$ cat src/design/ffsa_pkg.sv
// ----------------------------------------------------------------------------
// ffsa_pkg
// Shared types and constants of the first free slot allocator: field widths,
// command codes, controller states and the controller-to-datapath commands.
// ----------------------------------------------------------------------------
package ffsa_pkg;

    // width of every 6-bit payload field and of the configuration register
    localparam int FIELD_W = 6;

    // slots counted per group in the free-count adder tree
    localparam int GRP_W   = 8;
    localparam int GCNT_W  = $clog2(GRP_W + 1);

    // reset value of the slot count register
    localparam logic [FIELD_W-1:0] SLOTS_RESET = FIELD_W'(32);

    // command codes
    localparam logic CMD_ALLOC   = 1'b0;
    localparam logic CMD_RELEASE = 1'b1;

    // controller states
    typedef enum logic [1:0] {
        ST_IDLE,
        ST_COUNT,
        ST_SUM
    } t_state;

    // commands from controller to datapath
    typedef struct packed {
        logic load;     // apply the accepted command to the occupancy map
        logic count;    // register per-group free counts
        logic sum;      // add group counts and load the result register
    } t_dp_cmd;

    // number of ones in one group of slots
    function automatic logic [GCNT_W-1:0] grp_popcount(input logic [GRP_W-1:0] bits);
        logic [GCNT_W-1:0] acc;
        acc = '0;
        for (int k = 0; k < GRP_W; k++) begin
            acc = acc + GCNT_W'(bits[k]);
        end
        return acc;
    endfunction

endpackage

$ cat src/design/ffsa_ifs.sv
// ----------------------------------------------------------------------------
// ffsa_ifs
// Valid/ready channels of the allocator: command channel and result channel.
// ----------------------------------------------------------------------------
interface ffsa_cmd_if;
    import ffsa_pkg::*;

    logic               valid;
    logic               ready;
    logic               command;
    logic [FIELD_W-1:0] slot_number;

    modport source (output valid, output command, output slot_number, input ready);
    modport sink   (input valid, input command, input slot_number, output ready);
endinterface

interface ffsa_res_if;
    import ffsa_pkg::*;

    logic               valid;
    logic               ready;
    logic               success;
    logic [FIELD_W-1:0] granted_slot;
    logic [FIELD_W-1:0] free_count;

    modport source (output valid, output success, output granted_slot,
                    output free_count, input ready);
    modport sink   (input valid, input success, input granted_slot,
                    input free_count, output ready);
endinterface

$ cat src/design/ffsa_ctrl.sv
// ----------------------------------------------------------------------------
// ffsa_ctrl
// Sequencer of the allocator: accepts a command, steps the datapath through
// map update, group count and sum, and owns the result valid flag.
// ----------------------------------------------------------------------------
module ffsa_ctrl (
    input  logic              i_clk,
    input  logic              i_rst_n,
    input  logic              i_in_valid,
    output logic              o_in_ready,
    output logic              o_out_valid,
    input  logic              i_out_ready,
    output ffsa_pkg::t_dp_cmd o_cmd
);
    import ffsa_pkg::*;

    t_state r_state;
    t_state n_state;
    logic   r_out_valid;
    logic   n_out_valid;

    // state and result flag registers
    always_ff @(posedge i_clk) begin
        if (!i_rst_n) begin
            r_state     <= ST_IDLE;
            r_out_valid <= 1'b0;
        end else begin
            r_state     <= n_state;
            r_out_valid <= n_out_valid;
        end
    end

    // next state and datapath commands
    always_comb begin
        n_state    = r_state;
        o_cmd      = '0;
        o_in_ready = 1'b0;
        case (r_state)
            ST_IDLE: begin
                o_in_ready = 1'b1;
                if (i_in_valid) begin
                    o_cmd.load = 1'b1;
                    n_state    = ST_COUNT;
                end
            end
            ST_COUNT: begin
                o_cmd.count = 1'b1;
                n_state     = ST_SUM;
            end
            ST_SUM: begin
                // result register must be empty or emptying this cycle
                if (!r_out_valid || i_out_ready) begin
                    o_cmd.sum = 1'b1;
                    n_state   = ST_IDLE;
                end
            end
            default: begin
                n_state = ST_IDLE;
            end
        endcase
    end

    // result valid: set by the sum step, cleared by an output transfer
    always_comb begin
        n_out_valid = r_out_valid;
        if (r_out_valid && i_out_ready) begin
            n_out_valid = 1'b0;
        end
        if (o_cmd.sum) begin
            n_out_valid = 1'b1;
        end
    end

    assign o_out_valid = r_out_valid;

    // accepted command always moves on to the count step
    a_load_to_count: assert property (@(posedge i_clk) disable iff (!i_rst_n)
        (r_state == ST_IDLE && i_in_valid) |=> (r_state == ST_COUNT))
        else $error("accepted command did not enter count step");

    // count step always moves on to the sum step in the next cycle
    a_count_to_sum: assert property (@(posedge i_clk) disable iff (!i_rst_n)
        (r_state == ST_COUNT) |=> (r_state == ST_SUM))
        else $error("count step did not advance to sum");

    // an empty result register never stalls the sum step
    a_sum_no_stall: assert property (@(posedge i_clk) disable iff (!i_rst_n)
        (r_state == ST_SUM && !r_out_valid) |=> (r_out_valid && r_state == ST_IDLE))
        else $error("sum step stalled with empty result register");

endmodule

$ cat src/design/ffsa_datapath.sv
// ----------------------------------------------------------------------------
// ffsa_datapath
// Occupancy map, slot count register, first-free search, release check and
// the two-step free-slot counter feeding the result register.
// ----------------------------------------------------------------------------
module ffsa_datapath #(
    parameter int MAX_SLOTS = 32
) (
    input  logic                          i_clk,
    input  logic                          i_rst_n,
    input  ffsa_pkg::t_dp_cmd             i_cmd,
    input  logic                          i_cfg_we,
    input  logic [ffsa_pkg::FIELD_W-1:0]  i_cfg_wdata,
    input  logic                          i_command,
    input  logic [ffsa_pkg::FIELD_W-1:0]  i_slot_number,
    output logic                          o_success,
    output logic [ffsa_pkg::FIELD_W-1:0]  o_granted_slot,
    output logic [ffsa_pkg::FIELD_W-1:0]  o_free_count
);
    import ffsa_pkg::*;

    localparam int CNT_W = $clog2(MAX_SLOTS + 1);
    localparam int NGRP  = (MAX_SLOTS + GRP_W - 1) / GRP_W;
    localparam int PAD_W = NGRP * GRP_W;
    localparam int SUM_W = $clog2(PAD_W + 1);

    logic [FIELD_W-1:0]   r_slots_cfg;
    logic [MAX_SLOTS-1:0] r_map;
    logic [MAX_SLOTS-1:0] n_map;
    logic [GCNT_W-1:0]    r_grp_cnt [NGRP];
    logic                 r_success;
    logic                 n_success;
    logic [FIELD_W-1:0]   r_granted;
    logic [FIELD_W-1:0]   n_granted;
    logic                 r_out_success;
    logic [FIELD_W-1:0]   r_out_granted;
    logic [FIELD_W-1:0]   r_free;

    logic [CNT_W-1:0]     w_n;
    logic [MAX_SLOTS-1:0] w_mask;
    logic [MAX_SLOTS-1:0] w_cand;
    logic [MAX_SLOTS-1:0] w_alloc_hot;
    logic [MAX_SLOTS-1:0] w_rel_hot;
    logic [FIELD_W-1:0]   w_gnt_num;
    logic [PAD_W-1:0]     w_free_pad;
    logic [SUM_W-1:0]     w_sum;

    // managed slot count, saturated to capacity, and its mask
    always_comb begin
        if (int'(r_slots_cfg) > MAX_SLOTS) begin
            w_n = CNT_W'(MAX_SLOTS);
        end else begin
            w_n = CNT_W'(r_slots_cfg);
        end
        for (int i = 0; i < MAX_SLOTS; i++) begin
            w_mask[i] = (int'(w_n) > i);
        end
    end

    // first free slot: isolate lowest candidate bit and encode its number
    assign w_cand      = ~r_map & w_mask;
    assign w_alloc_hot = w_cand & (~w_cand + MAX_SLOTS'(1));

    always_comb begin
        w_gnt_num = '0;
        for (int i = MAX_SLOTS - 1; i >= 0; i--) begin
            if (w_cand[i]) begin
                w_gnt_num = FIELD_W'(i + 1);
            end
        end
    end

    // release target decode, limited to managed slots
    always_comb begin
        for (int i = 0; i < MAX_SLOTS; i++) begin
            w_rel_hot[i] = (int'(i_slot_number) == i + 1) && w_mask[i];
        end
    end

    // map update and flags for the accepted command
    always_comb begin
        n_map     = r_map;
        n_success = r_success;
        n_granted = r_granted;
        if (i_cmd.load) begin
            if (i_command == CMD_ALLOC) begin
                n_map     = r_map | w_alloc_hot;
                n_success = |w_cand;
                n_granted = w_gnt_num;
            end else begin
                n_map     = r_map & ~(w_rel_hot & r_map);
                n_success = |(w_rel_hot & r_map);
                n_granted = '0;
            end
        end
    end

    // configuration and occupancy registers
    always_ff @(posedge i_clk) begin
        if (!i_rst_n) begin
            r_slots_cfg <= SLOTS_RESET;
            r_map       <= '0;
        end else begin
            if (i_cfg_we) begin
                r_slots_cfg <= i_cfg_wdata;
            end
            r_map <= n_map;
        end
    end

    // free bits padded to whole groups
    assign w_free_pad = PAD_W'(~r_map & w_mask);

    // group counts, then sum of groups
    always_comb begin
        w_sum = '0;
        for (int g = 0; g < NGRP; g++) begin
            w_sum = w_sum + SUM_W'(r_grp_cnt[g]);
        end
    end

    // payload registers; flags are staged until the sum step loads the result
    always_ff @(posedge i_clk) begin
        r_success <= n_success;
        r_granted <= n_granted;
        if (i_cmd.count) begin
            for (int g = 0; g < NGRP; g++) begin
                r_grp_cnt[g] <= grp_popcount(w_free_pad[g*GRP_W +: GRP_W]);
            end
        end
        if (i_cmd.sum) begin
            r_free        <= FIELD_W'(w_sum);
            r_out_success <= r_success;
            r_out_granted <= r_granted;
        end
    end

    assign o_success      = r_out_success;
    assign o_granted_slot = r_out_granted;
    assign o_free_count   = r_free;

    // one command touches at most one slot
    a_one_slot_change: assert property (@(posedge i_clk) disable iff (!i_rst_n)
        i_cmd.load |=> ($countones(r_map ^ $past(r_map)) <= 1))
        else $error("more than one occupancy bit changed");

    // success always matches an actual map change
    a_success_changes_map: assert property (@(posedge i_clk) disable iff (!i_rst_n)
        i_cmd.load |=> (r_success == (r_map != $past(r_map))))
        else $error("success flag disagrees with map update");

    // free count never exceeds the managed slot count
    a_free_bound: assert property (@(posedge i_clk) disable iff (!i_rst_n)
        i_cmd.sum |=> (int'(r_free) <= int'($past(w_n))))
        else $error("free count above managed slot count");

endmodule

$ cat src/design/first_free_slot_allocator_top.sv
// Sequence: a command is taken only in the idle state and updates the map at the
//   transfer edge; its result is registered by the group count and group sum steps.
// Commands: a new one is not taken until the update/count/sum sequence is done;
//   a stalled result holds the next command in the sum step until it is taken.
// Reset: synchronous active low; all slots free, slot count 32, no result pending.
// ----------------------------------------------------------------------------
// first_free_slot_allocator_top
// Bitmap first-fit slot allocator: grants the lowest free slot, releases a
// given slot and reports the free-slot count with every result.
// ----------------------------------------------------------------------------
module first_free_slot_allocator_top #(
    parameter int MAX_SLOTS = 32
) (
    input  logic                         i_clk,
    input  logic                         i_rst_n,
    ffsa_cmd_if.sink                     i_cmd_ch,
    ffsa_res_if.source                   o_res_ch,
    input  logic                         i_cfg_we,
    input  logic [ffsa_pkg::FIELD_W-1:0] i_cfg_wdata
);
    import ffsa_pkg::*;

    t_dp_cmd w_cmd;

    // sequencer
    ffsa_ctrl u_ctrl (
        .i_clk       (i_clk),
        .i_rst_n     (i_rst_n),
        .i_in_valid  (i_cmd_ch.valid),
        .o_in_ready  (i_cmd_ch.ready),
        .o_out_valid (o_res_ch.valid),
        .i_out_ready (o_res_ch.ready),
        .o_cmd       (w_cmd)
    );

    // occupancy map and counters
    ffsa_datapath #(
        .MAX_SLOTS (MAX_SLOTS)
    ) u_datapath (
        .i_clk          (i_clk),
        .i_rst_n        (i_rst_n),
        .i_cmd          (w_cmd),
        .i_cfg_we       (i_cfg_we),
        .i_cfg_wdata    (i_cfg_wdata),
        .i_command      (i_cmd_ch.command),
        .i_slot_number  (i_cmd_ch.slot_number),
        .o_success      (o_res_ch.success),
        .o_granted_slot (o_res_ch.granted_slot),
        .o_free_count   (o_res_ch.free_count)
    );

endmodule

$ cat src/flat_wrapper.sv
// flat-port wrapper written by rule: the top's interface ports become plain ports
module first_free_slot_allocator_top_flat import ffsa_pkg::*;
#(
    parameter int MAX_SLOTS = 32
)
  (i_clk, i_rst_n, i_cfg_we, i_cfg_wdata, i_cmd_ch_valid, i_cmd_ch_command, i_cmd_ch_slot_number, i_cmd_ch_ready, o_res_ch_valid, o_res_ch_success, o_res_ch_granted_slot, o_res_ch_free_count, o_res_ch_ready);
  ffsa_cmd_if i_cmd_ch_i ();
  ffsa_res_if o_res_ch_i ();
  input  logic i_clk;
  input  logic i_rst_n;
  input  logic i_cfg_we;
  input  logic [ffsa_pkg::FIELD_W-1:0] i_cfg_wdata;
  input wire logic [$bits(i_cmd_ch_i.valid)-1:0] i_cmd_ch_valid;
  input wire logic [$bits(i_cmd_ch_i.command)-1:0] i_cmd_ch_command;
  input wire logic [$bits(i_cmd_ch_i.slot_number)-1:0] i_cmd_ch_slot_number;
  output wire logic [$bits(i_cmd_ch_i.ready)-1:0] i_cmd_ch_ready;
  output wire logic [$bits(o_res_ch_i.valid)-1:0] o_res_ch_valid;
  output wire logic [$bits(o_res_ch_i.success)-1:0] o_res_ch_success;
  output wire logic [$bits(o_res_ch_i.granted_slot)-1:0] o_res_ch_granted_slot;
  output wire logic [$bits(o_res_ch_i.free_count)-1:0] o_res_ch_free_count;
  input wire logic [$bits(o_res_ch_i.ready)-1:0] o_res_ch_ready;
  assign i_cmd_ch_i.valid = i_cmd_ch_valid;
  assign i_cmd_ch_i.command = i_cmd_ch_command;
  assign i_cmd_ch_i.slot_number = i_cmd_ch_slot_number;
  assign i_cmd_ch_ready = i_cmd_ch_i.ready;
  assign o_res_ch_valid = o_res_ch_i.valid;
  assign o_res_ch_success = o_res_ch_i.success;
  assign o_res_ch_granted_slot = o_res_ch_i.granted_slot;
  assign o_res_ch_free_count = o_res_ch_i.free_count;
  assign o_res_ch_i.ready = o_res_ch_ready;
  first_free_slot_allocator_top #(.MAX_SLOTS(MAX_SLOTS)) u_core (.i_clk(i_clk), .i_rst_n(i_rst_n), .i_cmd_ch(i_cmd_ch_i), .o_res_ch(o_res_ch_i), .i_cfg_we(i_cfg_we), .i_cfg_wdata(i_cfg_wdata));
endmodule
$ cat config.mk
export PLATFORM = sky130hd
export DESIGN_NAME = first_free_slot_allocator_top_flat
export DESIGN_NICKNAME = d
export VERILOG_FILES = /design/src/design/ffsa_pkg.sv /design/src/design/ffsa_ifs.sv /design/src/design/ffsa_ctrl.sv /design/src/design/ffsa_datapath.sv /design/src/design/first_free_slot_allocator_top.sv /design/src/flat_wrapper.sv
export SDC_FILE = /design/constraint.sdc
export NUM_CORES = 1
export LEC_CHECK = 0
export ABC_CLOCK_PERIOD_IN_PS = 4500
export BUFFER_PORTS_ARGS = -buffer_cell sky130_fd_sc_hd__buf_2
export CORE_UTILIZATION = 55
export CTS_CLUSTER_SIZE = 30
export DETAILED_ROUTE_END_ITERATION = 8
export PLACE_DENSITY = 0.73
export SLEW_MARGIN = 20
export SYNTH_ARGS = -nofsm -noshare
export SYNTH_HDL_FRONTEND = slang
export SYNTH_SLANG_ARGS = --single-unit
export TNS_END_PERCENT = 100
$ cat constraint.sdc
create_clock -name i_clk -period 4.5 [get_ports i_clk]
set_clock_uncertainty 0.1 [all_clocks]
set_input_delay 0.45 -clock i_clk [delete_from_list [all_inputs] [get_ports i_clk]]
set_output_delay 0.45 -clock i_clk [all_outputs]
set_load 0.01 [all_outputs]
==> flow_summary.html, run 1 <==
<table>
<tr><th>Metric</th><th>Value</th></tr>
<tr><th colspan="2">Die</th></tr>
<tr><td>Cell Rows</td><td>36</td></tr>
<tr><td>Horizontal extent of the die</td><td>103.0 um</td></tr>
<tr><td>Placeable core region</td><td>9819 um2</td></tr>
<tr><td>Starting density of the core</td><td>0.5711</td></tr>
<tr><td>Die footprint</td><td>10600 um2</td></tr>
<tr><td>Top-level I/O count</td><td>33</td></tr>
<tr><td>Die height</td><td>103.0 um</td></tr>
<tr><th colspan="2">Hold path</th></tr>
<tr><td>Worst min-delay path category</td><td>primary input to register</td></tr>
<tr><td>Cell count of the worst hold path</td><td>3</td></tr>
<tr><td>Endpoint of the worst hold path</td><td>u_core.u_datapath.r_slots_cfg[5]$_SDFFE_PN1P_</td></tr>
<tr><td>Startpoint of the most critical hold path</td><td>i_cfg_wdata[5]</td></tr>
<tr><th colspan="2">Detailed routing</th></tr>
<tr><td>Number of remaining DRC errors</td><td>0</td></tr>
<tr><td>Number of search-and-repair iterations in the first detailed-routing pass</td><td>5</td></tr>
<tr><td>Average wire length per cell after detail routing</td><td>21.27 um</td></tr>
<tr><td>Detail Route Antenna Nets</td><td>0</td></tr>
<tr><td>Vias per cell</td><td>6.449</td></tr>
<tr><td>Detailed router's first-iteration violation count</td><td>560</td></tr>
<tr><td>Via count</td><td>5146</td></tr>
<tr><td>Total wire length after detailed routing</td><td>16980 um</td></tr>
<tr><th colspan="2">Global route</th></tr>
<tr><td>GRT met1 Usage</td><td>0.4621</td></tr>
<tr><td>Met2 track demand over resource</td><td>0.5313</td></tr>
<tr><td>Global-route wire length before repair</td><td>26860 um</td></tr>
<tr><td>Number of global-route vias before repair</td><td>4859</td></tr>
<tr><td>Overflow left after global routing</td><td>0</td></tr>
<tr><td>Antenna violations before repair</td><td>0</td></tr>
<tr><td>Most used routing layer</td><td>met2</td></tr>
<tr><td>Largest net degree at the start of global routing</td><td>48</td></tr>
<tr><td>Met3 routing resource usage after global routing</td><td>0.05898</td></tr>
<tr><td>Gr usage total</td><td>0.3462</td></tr>
<tr><th colspan="2">Synthesis</th></tr>
<tr><td>Synth Instances</td><td>631</td></tr>
<tr><td>Proportion of synthesized chip area in sequential cells</td><td>0.3391</td></tr>
<tr><td>Mapped Avg Cell Area</td><td>8.887 um2</td></tr>
<tr><td>Number of warning messages in the yosys log</td><td>0</td></tr>
<tr><td>Post-synth top area share</td><td>0.1928</td></tr>
<tr><td>Biggest area consumer among synthesized cells</td><td>edfxtp_1</td></tr>
<tr><td>Flip-flop and latch count after synthesis</td><td>77</td></tr>
<tr><td>Main area contributors after synthesis</td><td>edfxtp_1 (19%), dfxtp_1 (15%), fa_1 (8.6%)</td></tr>
<tr><td>Net count after synthesis</td><td>695</td></tr>
<tr><td>Number of flops mapped to enable cells by yosys</td><td>36</td></tr>
<tr><td>Synth cell types</td><td>69</td></tr>
<tr><td>Dominant register cell in the synthesized netlist</td><td>dfxtp_1</td></tr>
<tr><td>Cell area after technology mapping</td><td>5608 um2</td></tr>
<tr><td>Async set or reset register ratio after synthesis</td><td>0</td></tr>
<tr><th colspan="2">Power</th></tr>
<tr><td>Worst vdd rail ir drop</td><td>0.1866 mV</td></tr>
<tr><td>Power density over the cells</td><td>319.5 nW/um2</td></tr>
<tr><td>Static Leakage</td><td>0.002314 uW</td></tr>
<tr><th colspan="2">STA</th></tr>
<tr><td>Total negative setup slack</td><td>0 ns</td></tr>
<tr><td>RSZ-0062 raised after global routing</td><td>no</td></tr>
<tr><td>Final slew viol count</td><td>0</td></tr>
<tr><td>Ratio of final minimum period to clock period</td><td>0.9394</td></tr>
<tr><td>Worst slew slack as a fraction of its limit</td><td>0.3140</td></tr>
<tr><td>Final setup viols</td><td>0</td></tr>
<tr><td>Hold Violations, Final</td><td>0</td></tr>
<tr><td>Transition time of the tightest slew-check pin</td><td>1.015 ns</td></tr>
<tr><td>Hold WS</td><td>0.1893 ns</td></tr>
<tr><td>Fmax</td><td>236.6 MHz</td></tr>
<tr><td>Shortest clock period the worst path allows after layout</td><td>4.227 ns</td></tr>
<tr><th colspan="2">Worst setup path</th></tr>
<tr><td>Critical path's top delay family</td><td>adder cells</td></tr>
<tr><td>Startpoint type of the worst setup path</td><td>register</td></tr>
<tr><td>Buffer and inverter count on the worst path</td><td>4</td></tr>
<tr><td>Required time reported for the critical path endpoint</td><td>4.53 ns</td></tr>
<tr><td>Element type at the critical path end</td><td>register</td></tr>
<tr><td>Crit path cell chain</td><td>or4_1 -&gt; nor2_1 -&gt; or2_1 -&gt; inv_1 -&gt; fa_1 -&gt; inv_1 -&gt; fa_1 -&gt; fa_1 -&gt; inv_1 -&gt; ha_1 -&gt; inv_1 -&gt; fa_1 -&gt; xnor2_1</td></tr>
<tr><td>Reg2reg setup slack</td><td>0.27 ns</td></tr>
<tr><td>Reg-to-reg critical path endpoint</td><td>u_core.u_datapath.r_grp_cnt[0][2]$_DFFE_PN_</td></tr>
<tr><td>Kind of critical path</td><td>register to register</td></tr>
<tr><td>Worst-path cell with the longest stage delay</td><td>or4_1</td></tr>
<tr><td>CP Max Fanout</td><td>13</td></tr>
<tr><td>Worst R2R Start</td><td>u_core.u_datapath.r_slots_cfg[2]$_SDFFE_PN0P_</td></tr>
<tr><td>FF-to-FF path depth</td><td>13</td></tr>
<tr><td>Data arrival time of the critical path</td><td>4.25 ns</td></tr>
<tr><td>Largest stage delay on the critical path</td><td>0.61 ns</td></tr>
<tr><th colspan="2">Place</th></tr>
<tr><td>Routability congestion estimate from global placement</td><td>1.054</td></tr>
<tr><td>Post-Place Cell Area</td><td>5923 um2</td></tr>
<tr><td>Post-detailed-placement half-perimeter wirelength</td><td>13370 um</td></tr>
<tr><td>Input/output buffers</td><td>32</td></tr>
<tr><th colspan="2">Final layout</th></tr>
<tr><td>Layout Nets</td><td>724</td></tr>
<tr><td>Share of cells above drive strength 1</td><td>0.1293</td></tr>
<tr><td>Design Area, Final</td><td>6110 um2</td></tr>
<tr><td>Diode count</td><td>0</td></tr>
<tr><td>Area growth, synth to finish</td><td>8.947%</td></tr>
<tr><td>Most common cell after layout, fill and taps aside</td><td>nand2_1</td></tr>
<tr><td>Fill count</td><td>898</td></tr>
<tr><td>Commonest non-fill, non-tap cells in the layout</td><td>nand2_1 (59), inv_1 (51), dfxtp_1 (41)</td></tr>
<tr><th colspan="2">Clock network</th></tr>
<tr><td>Clock input transition at the sequential cells of the worst setup and hold paths</td><td>0.08 ns</td></tr>
<tr><td>Count of clock tree sinks</td><td>77</td></tr>
<tr><td>CTS root buffer</td><td>clkbuf_8</td></tr>
<tr><td>CTS H-tree depth</td><td>3</td></tr>
<tr><td>Number of buffers on the longest clock path</td><td>2</td></tr>
<tr><td>Num CTS Buffers</td><td>9</td></tr>
<tr><td>Clock latency on the worst-skew pair</td><td>0.37 ns</td></tr>
<tr><td>Number of gates resized after CTS</td><td>0</td></tr>
<tr><td>Post-CTS setup buffer count</td><td>0</td></tr>
<tr><td>Clock tree from TritonCTS</td><td>done</td></tr>
<tr><td>Count of hold-fix buffers inserted at cts</td><td>0</td></tr>
<tr><th colspan="2">Flow run</th></tr>
<tr><td>Max-Cap Viols</td><td>0</td></tr>
<tr><th colspan="2">Status</th></tr>
<tr><td>Status</td><td>finished, final reports clean</td></tr>
</table>
Yosys cell counts (5+ instances only):
master / count
ha_1: 22
o21ai_0: 29
or2_2: 8
o21ai_1: 6
or3_1: 5
edfxtp_1: 36
nand2b_1: 11
inv_1: 51
fa_1: 24
nand3_1: 31
and2_1: 11
and3_1: 9
o31ai_1: 12
a21o_1: 5
a31oi_1: 8
a21oi_1: 32
o311ai_0: 11
mux2i_1: 6
nor3_1: 7
o211ai_1: 7
clkbuf_1: 22
nor2_1: 35
buf_2: 6
nand2_1: 59
nor4b_1: 6
dfxtp_1: 41
nor2b_1: 22
nand4_1: 20
a21boi_0: 11
worst register-to-register path, cell delays in order, from the launching register on:
cell,delay (ns)
dfxtp_1,0.46
or4_1,0.61
nor2_1,0.25
or2_1,0.19
inv_1,0.10
fa_1,0.52
inv_1,0.05
fa_1,0.49
fa_1,0.41
inv_1,0.07
ha_1,0.17
inv_1,0.06
fa_1,0.38
xnor2_1,0.13
metrics by stage:
stage	util	std cells	total power, uW	setup WS (ns)
detailed placement	0.6032	782	1450	0.3221
finish	0.6222	798	1952	0.2729
floorplan	-	631	1277	0.5036
global placement	0.6032	782	1405	0.4370
CTS	0.6219	798	1958	0.3185
global route	0.6222	798	2070	0.1151
kinds of logic after synthesis:
kind of cell	synth area share
buf+inv	0.06158
xor+xnor	0.009371
simple gates	0.2461
fa+ha+maj	0.1348
compound gates	0.1983
mux	0.01071
flops	0.3391
cell type report:
class / count / area [um2] / area share
Clock buffer: 12 / 135.1 / 0.02212
Clock inverter: 4 / 48.80 / 0.007987
Inverter: 51 / 191.4 / 0.03133
Multi-Input combinational cell: 470 / 3363 / 0.5505
Sequential cell: 77 / 1902 / 0.3113
Tap cell: 133 / 166.4 / 0.02724
Timing Repair Buffer: 51 / 302.8 / 0.04956
registers in the layout, summed over array words and instances (netlist names), 2 cells and up:
signal,cells
u_core.u_datapath.r_map,32
u_core.u_datapath.r_grp_cnt,16
u_core.u_datapath.o_free_count,6
u_core.u_datapath.o_granted_slot,6
u_core.u_datapath.r_granted,6
u_core.u_datapath.r_slots_cfg,6
u_core.u_ctrl.r_state,2
worst max path at each step:
stage / from / end / slack [ns] / cells past startpoint
floorplan: u_core.u_datapath.r_slots_cfg[5]$_SDFFE_PN1P_ / u_core.u_datapath.r_grp_cnt[0][1]$_DFFE_PN_ / 0.50 / 15
global placement: u_core.u_datapath.r_slots_cfg[2]$_SDFFE_PN0P_ / u_core.u_datapath.r_grp_cnt[0][1]$_DFFE_PN_ / 0.44 / 13
detailed placement: u_core.u_datapath.r_slots_cfg[2]$_SDFFE_PN0P_ / u_core.u_datapath.r_grp_cnt[0][2]$_DFFE_PN_ / 0.32 / 13
CTS: u_core.u_datapath.r_slots_cfg[2]$_SDFFE_PN0P_ / u_core.u_datapath.r_grp_cnt[0][2]$_DFFE_PN_ / 0.32 / 13
global route: u_core.u_datapath.r_slots_cfg[2]$_SDFFE_PN0P_ / u_core.u_datapath.r_grp_cnt[0][2]$_DFFE_PN_ / 0.12 / 13
finish: u_core.u_datapath.r_slots_cfg[2]$_SDFFE_PN0P_ / u_core.u_datapath.r_grp_cnt[0][2]$_DFFE_PN_ / 0.27 / 13
report_power, final:
part           total [uW]  internal, uW  switching (uW)  leakage (uW)
logic                 589           242             346       0.00155
clock network         516           256             260     0.0000943
registers             847           818            29.7      0.000668
routing by layer:
| metal | share of wire | routed length [um] |
|---|---|---|
| met5 | 0 | 0 |
| met4 | 0.044 | 745 |
| met3 | 0.073 | 1237 |
| met2 | 0.45 | 7709 |
| met1 | 0.43 | 7282 |
Power figures use the tool's default switching activity.
==> run 2, diff against run 1 <==
- RECOVER_POWER: not set -> 50
==> run 2 against run 1 <==
Count of clock-buffer cells in the layout is the same. Global-route usage is the same. Routed wire length is essentially flat. Critical path depth is the same. The run now ends with max-capacitance violations, max-slew violations left. Sequential power is essentially flat. Sequential share of layout area grew 0.15 points. Worst hold slack is essentially flat. Largest power group unchanged. Cell count is the same. Maximum frequency grew 0.75%. Critical endpoint unchanged. First-iteration DRC count shrank 5.5%. Combinational power shrank 0.7%.
==> flow_summary.html, run 2 (synthesis gave the netlist of run 1 again) <==
<table>
<tr><th>Metric</th><th>Value</th></tr>
<tr><th colspan="2">Clock network</th></tr>
<tr><td>Num CTS Buffers</td><td>9 (unchanged)</td></tr>
<tr><td>Count of clock tree sinks</td><td>77 (unchanged)</td></tr>
<tr><td>Clock latency on the worst-skew pair</td><td>0.37 ns (about the same)</td></tr>
<tr><td>Number of buffers on the longest clock path</td><td>2 (unchanged)</td></tr>
<tr><td>CTS H-tree depth</td><td>3 (unchanged)</td></tr>
<tr><td>Post-CTS setup buffer count</td><td>0 (unchanged)</td></tr>
<tr><td>CTS root buffer</td><td>clkbuf_8 (unchanged)</td></tr>
<tr><td>Number of gates resized after CTS</td><td>0 (unchanged)</td></tr>
<tr><td>Clock tree from TritonCTS</td><td>done (unchanged)</td></tr>
<tr><td>Clock input transition at the sequential cells of the worst setup and hold paths</td><td>0.08 ns (about the same)</td></tr>
<tr><td>Count of hold-fix buffers inserted at cts</td><td>0 (unchanged)</td></tr>
<tr><th colspan="2">STA</th></tr>
<tr><td>Hold Violations, Final</td><td>0 (unchanged)</td></tr>
<tr><td>Shortest clock period the worst path allows after layout</td><td>4.196 ns (was 4.227 ns)</td></tr>
<tr><td>Final slew viol count</td><td>48 (was 0)</td></tr>
<tr><td>Fmax</td><td>238.3 MHz (was 236.6 MHz)</td></tr>
<tr><td>Ratio of final minimum period to clock period</td><td>0.9324 (was 0.9394)</td></tr>
<tr><td>Final setup viols</td><td>0 (unchanged)</td></tr>
<tr><td>Transition time of the tightest slew-check pin</td><td>2.111 ns (was 1.015 ns)</td></tr>
<tr><td>RSZ-0062 raised after global routing</td><td>no (unchanged)</td></tr>
<tr><td>Total negative setup slack</td><td>0 ns (unchanged)</td></tr>
<tr><td>Worst slew slack as a fraction of its limit</td><td>-0.4074 (was 0.3140)</td></tr>
<tr><th colspan="2">Die</th></tr>
<tr><td>Cell Rows</td><td>36 (unchanged)</td></tr>
<tr><td>Starting density of the core</td><td>0.5711 (unchanged)</td></tr>
<tr><td>Die height</td><td>103.0 um (unchanged)</td></tr>
<tr><td>Placeable core region</td><td>9819 um2 (unchanged)</td></tr>
<tr><td>Die footprint</td><td>10600 um2 (unchanged)</td></tr>
<tr><td>Horizontal extent of the die</td><td>103.0 um (unchanged)</td></tr>
<tr><td>Top-level I/O count</td><td>33 (unchanged)</td></tr>
<tr><th colspan="2">Worst setup path</th></tr>
<tr><td>Reg-to-reg critical path endpoint</td><td>u_core.u_datapath.r_grp_cnt[0][2]$_DFFE_PN_ (unchanged)</td></tr>
<tr><td>Reg2reg setup slack</td><td>0.30 ns (was 0.27 ns)</td></tr>
<tr><td>FF-to-FF path depth</td><td>13 (unchanged)</td></tr>
<tr><td>Kind of critical path</td><td>register to register (unchanged)</td></tr>
<tr><td>CP Max Fanout</td><td>13 (unchanged)</td></tr>
<tr><td>Startpoint type of the worst setup path</td><td>register (unchanged)</td></tr>
<tr><td>Worst R2R Start</td><td>u_core.u_datapath.r_slots_cfg[2]$_SDFFE_PN0P_ (unchanged)</td></tr>
<tr><td>Launching element of the worst setup path</td><td>u_core.u_datapath.r_slots_cfg[2]$_SDFFE_PN0P_ (unchanged)</td></tr>
<tr><td>Element type at the critical path end</td><td>register (unchanged)</td></tr>
<tr><td>Data arrival time of the critical path</td><td>4.23 ns (was 4.25 ns)</td></tr>
<tr><td>Setup crit end</td><td>u_core.u_datapath.r_grp_cnt[0][2]$_DFFE_PN_ (unchanged)</td></tr>
<tr><td>Required time reported for the critical path endpoint</td><td>4.53 ns (about the same)</td></tr>
<tr><th colspan="2">Final layout</th></tr>
<tr><td>Diode count</td><td>0 (unchanged)</td></tr>
<tr><td>Layout Nets</td><td>724 (unchanged)</td></tr>
<tr><td>Share of cells above drive strength 1</td><td>0.1023 (was 0.1293)</td></tr>
<tr><td>Area growth, synth to finish</td><td>8.434% (was 8.947%)</td></tr>
<tr><td>Design Area, Final</td><td>6081 um2 (was 6110 um2)</td></tr>
<tr><td>Leading registers by flop count</td><td>u_core.u_datapath.r_map x32, u_core.u_datapath.r_grp_cnt x16 (unchanged)</td></tr>
<tr><td>Number of flip-flops under the largest register name</td><td>32 (unchanged)</td></tr>
<tr><td>Biggest register</td><td>u_core.u_datapath.r_map (unchanged)</td></tr>
<tr><td>Most common cell after layout, fill and taps aside</td><td>nand2_1 (unchanged)</td></tr>
<tr><td>Commonest non-fill, non-tap cells in the layout</td><td>nand2_1 (59), inv_1 (51), dfxtp_1 (41) (unchanged)</td></tr>
<tr><th colspan="2">Place</th></tr>
<tr><td>Routability congestion estimate from global placement</td><td>1.054 (unchanged)</td></tr>
<tr><td>Input/output buffers</td><td>32 (unchanged)</td></tr>
<tr><td>Post-Place Cell Area</td><td>5923 um2 (unchanged)</td></tr>
<tr><td>Post-detailed-placement half-perimeter wirelength</td><td>13370 um (unchanged)</td></tr>
<tr><th colspan="2">Global route</th></tr>
<tr><td>Antenna violations before repair</td><td>0 (unchanged)</td></tr>
<tr><td>Largest net degree at the start of global routing</td><td>48 (unchanged)</td></tr>
<tr><td>Gr usage total</td><td>0.3462 (unchanged)</td></tr>
<tr><td>Overflow left after global routing</td><td>0 (unchanged)</td></tr>
<tr><td>Global-route wire length before repair</td><td>26860 um (unchanged)</td></tr>
<tr><td>Number of global-route vias before repair</td><td>4859 (unchanged)</td></tr>
<tr><th colspan="2">Detailed routing</th></tr>
<tr><td>Detailed router's first-iteration violation count</td><td>529 (was 560)</td></tr>
<tr><td>Vias per cell</td><td>6.434 (was 6.449)</td></tr>
<tr><td>Number of search-and-repair iterations in the first detailed-routing pass</td><td>6 (was 5)</td></tr>
<tr><td>Via count</td><td>5134 (was 5146)</td></tr>
<tr><td>Detail Route Antenna Nets</td><td>0 (unchanged)</td></tr>
<tr><td>Average wire length per cell after detail routing</td><td>21.28 um (was 21.27 um)</td></tr>
<tr><td>Total wire length after detailed routing</td><td>16980 um (about the same)</td></tr>
<tr><td>Number of remaining DRC errors</td><td>0 (unchanged)</td></tr>
<tr><th colspan="2">Power</th></tr>
<tr><td>Worst vdd rail ir drop</td><td>0.1854 mV (was 0.1866 mV)</td></tr>
<tr><td>Power density over the cells</td><td>320.7 nW/um2 (was 319.5 nW/um2)</td></tr>
<tr><td>Static Leakage</td><td>0.002261 uW (was 0.002314 uW)</td></tr>
<tr><th colspan="2">Status</th></tr>
<tr><td>Status</td><td>finished with violations (was finished, final reports clean)</td></tr>
<tr><td>Violations in the final reports</td><td>max-capacitance violations, max-slew violations</td></tr>
<tr><th colspan="2">Hold path</th></tr>
<tr><td>Worst min-delay path category</td><td>primary input to register (unchanged)</td></tr>
<tr><th colspan="2">Flow run</th></tr>
<tr><td>Max-Cap Viols</td><td>1 (was 0)</td></tr>
</table>
==> run 2: changes by cell type in the layout (fill, tap and decap cells not counted), sizes merged <==
cell    before  now
buf         51   34
clkbuf      12   29
==> run 2: stage by stage <==
step | worst slack (ns) | total power (uW) | hold WS [ns] | utilization | instances
after floorplan | 0.5036 | 1277 | 0.3003 | - | 631
after global placement | 0.4370 | 1405 | 0.3005 | 0.6032 | 782
after detailed placement | 0.3221 | 1450 | 0.3061 | 0.6032 | 782
after CTS | 0.3185 | 1958 | 0.1889 | 0.6219 | 798
after global routing | 0.1151 | 2067 | 0.2292 | 0.6193 | 798
final | 0.3042 | 1950 | 0.1892 | 0.6193 | 798
==> run 2: final cells by class <==
type,count,area [um2]
clock inverters,4,48.80
flip-flops and latches,77,1902
well taps,133,166.4
multi-input cells,470,3361
inverters,51,191.4
fillers,906,3739
repair buffers,51,276.5
clock buffers,12,135.1
==> run 2: power by group <==
group          leakage [uW]  total, uW  switching, uW  internal [uW]
clock network     0.0000943        517            261            256
logic               0.00150        585            346            239
registers          0.000668        848           29.8            818
==> run 2: how the worst min path moves through the flow <==
stage                                                  from                                            end  slack, ns  depth (start not counted)
2_1_floorplan  u_core.u_datapath.r_granted[0]$_SDFFCE_PP0P_  u_core.u_datapath.o_granted_slot[0]$_DFFE_PP_       0.30                          0
3_3_place_gp   u_core.u_datapath.r_granted[0]$_SDFFCE_PP0P_  u_core.u_datapath.o_granted_slot[0]$_DFFE_PP_       0.30                          0
3_5_place_dp   u_core.u_datapath.r_granted[4]$_SDFFCE_PP0P_  u_core.u_datapath.o_granted_slot[4]$_DFFE_PP_       0.31                          0
4_1_cts                                      i_cfg_wdata[5]  u_core.u_datapath.r_slots_cfg[5]$_SDFFE_PN1P_       0.19                          3
5_1_grt                                      i_cfg_wdata[5]  u_core.u_datapath.r_slots_cfg[5]$_SDFFE_PN1P_       0.23                          3
6_report                                     i_cfg_wdata[5]  u_core.u_datapath.r_slots_cfg[5]$_SDFFE_PN1P_       0.19                          3
==> run 2: per-layer routing <==
layer | part of all wire | global-route usage | up-vias
li1 | - | - | 2357
met1 | 0.43 | 0.4621 | 2462
met2 | 0.45 | 0.5313 | 262
met3 | 0.075 | 0.05898 | 53
met4 | 0.045 | 0.1972 | 0
met5 | 0 | 0 | -
==> run 2: critical path: stages, from the launching register on <==
cell     delay [ns]
dfxtp_1        0.46
or4_1          0.61
nor2_1         0.23
or2_1          0.18
inv_1          0.10
fa_1           0.52
inv_1          0.05
fa_1           0.49
fa_1           0.41
inv_1          0.07
ha_1           0.17
inv_1          0.06
fa_1           0.38
xnor2_1        0.13
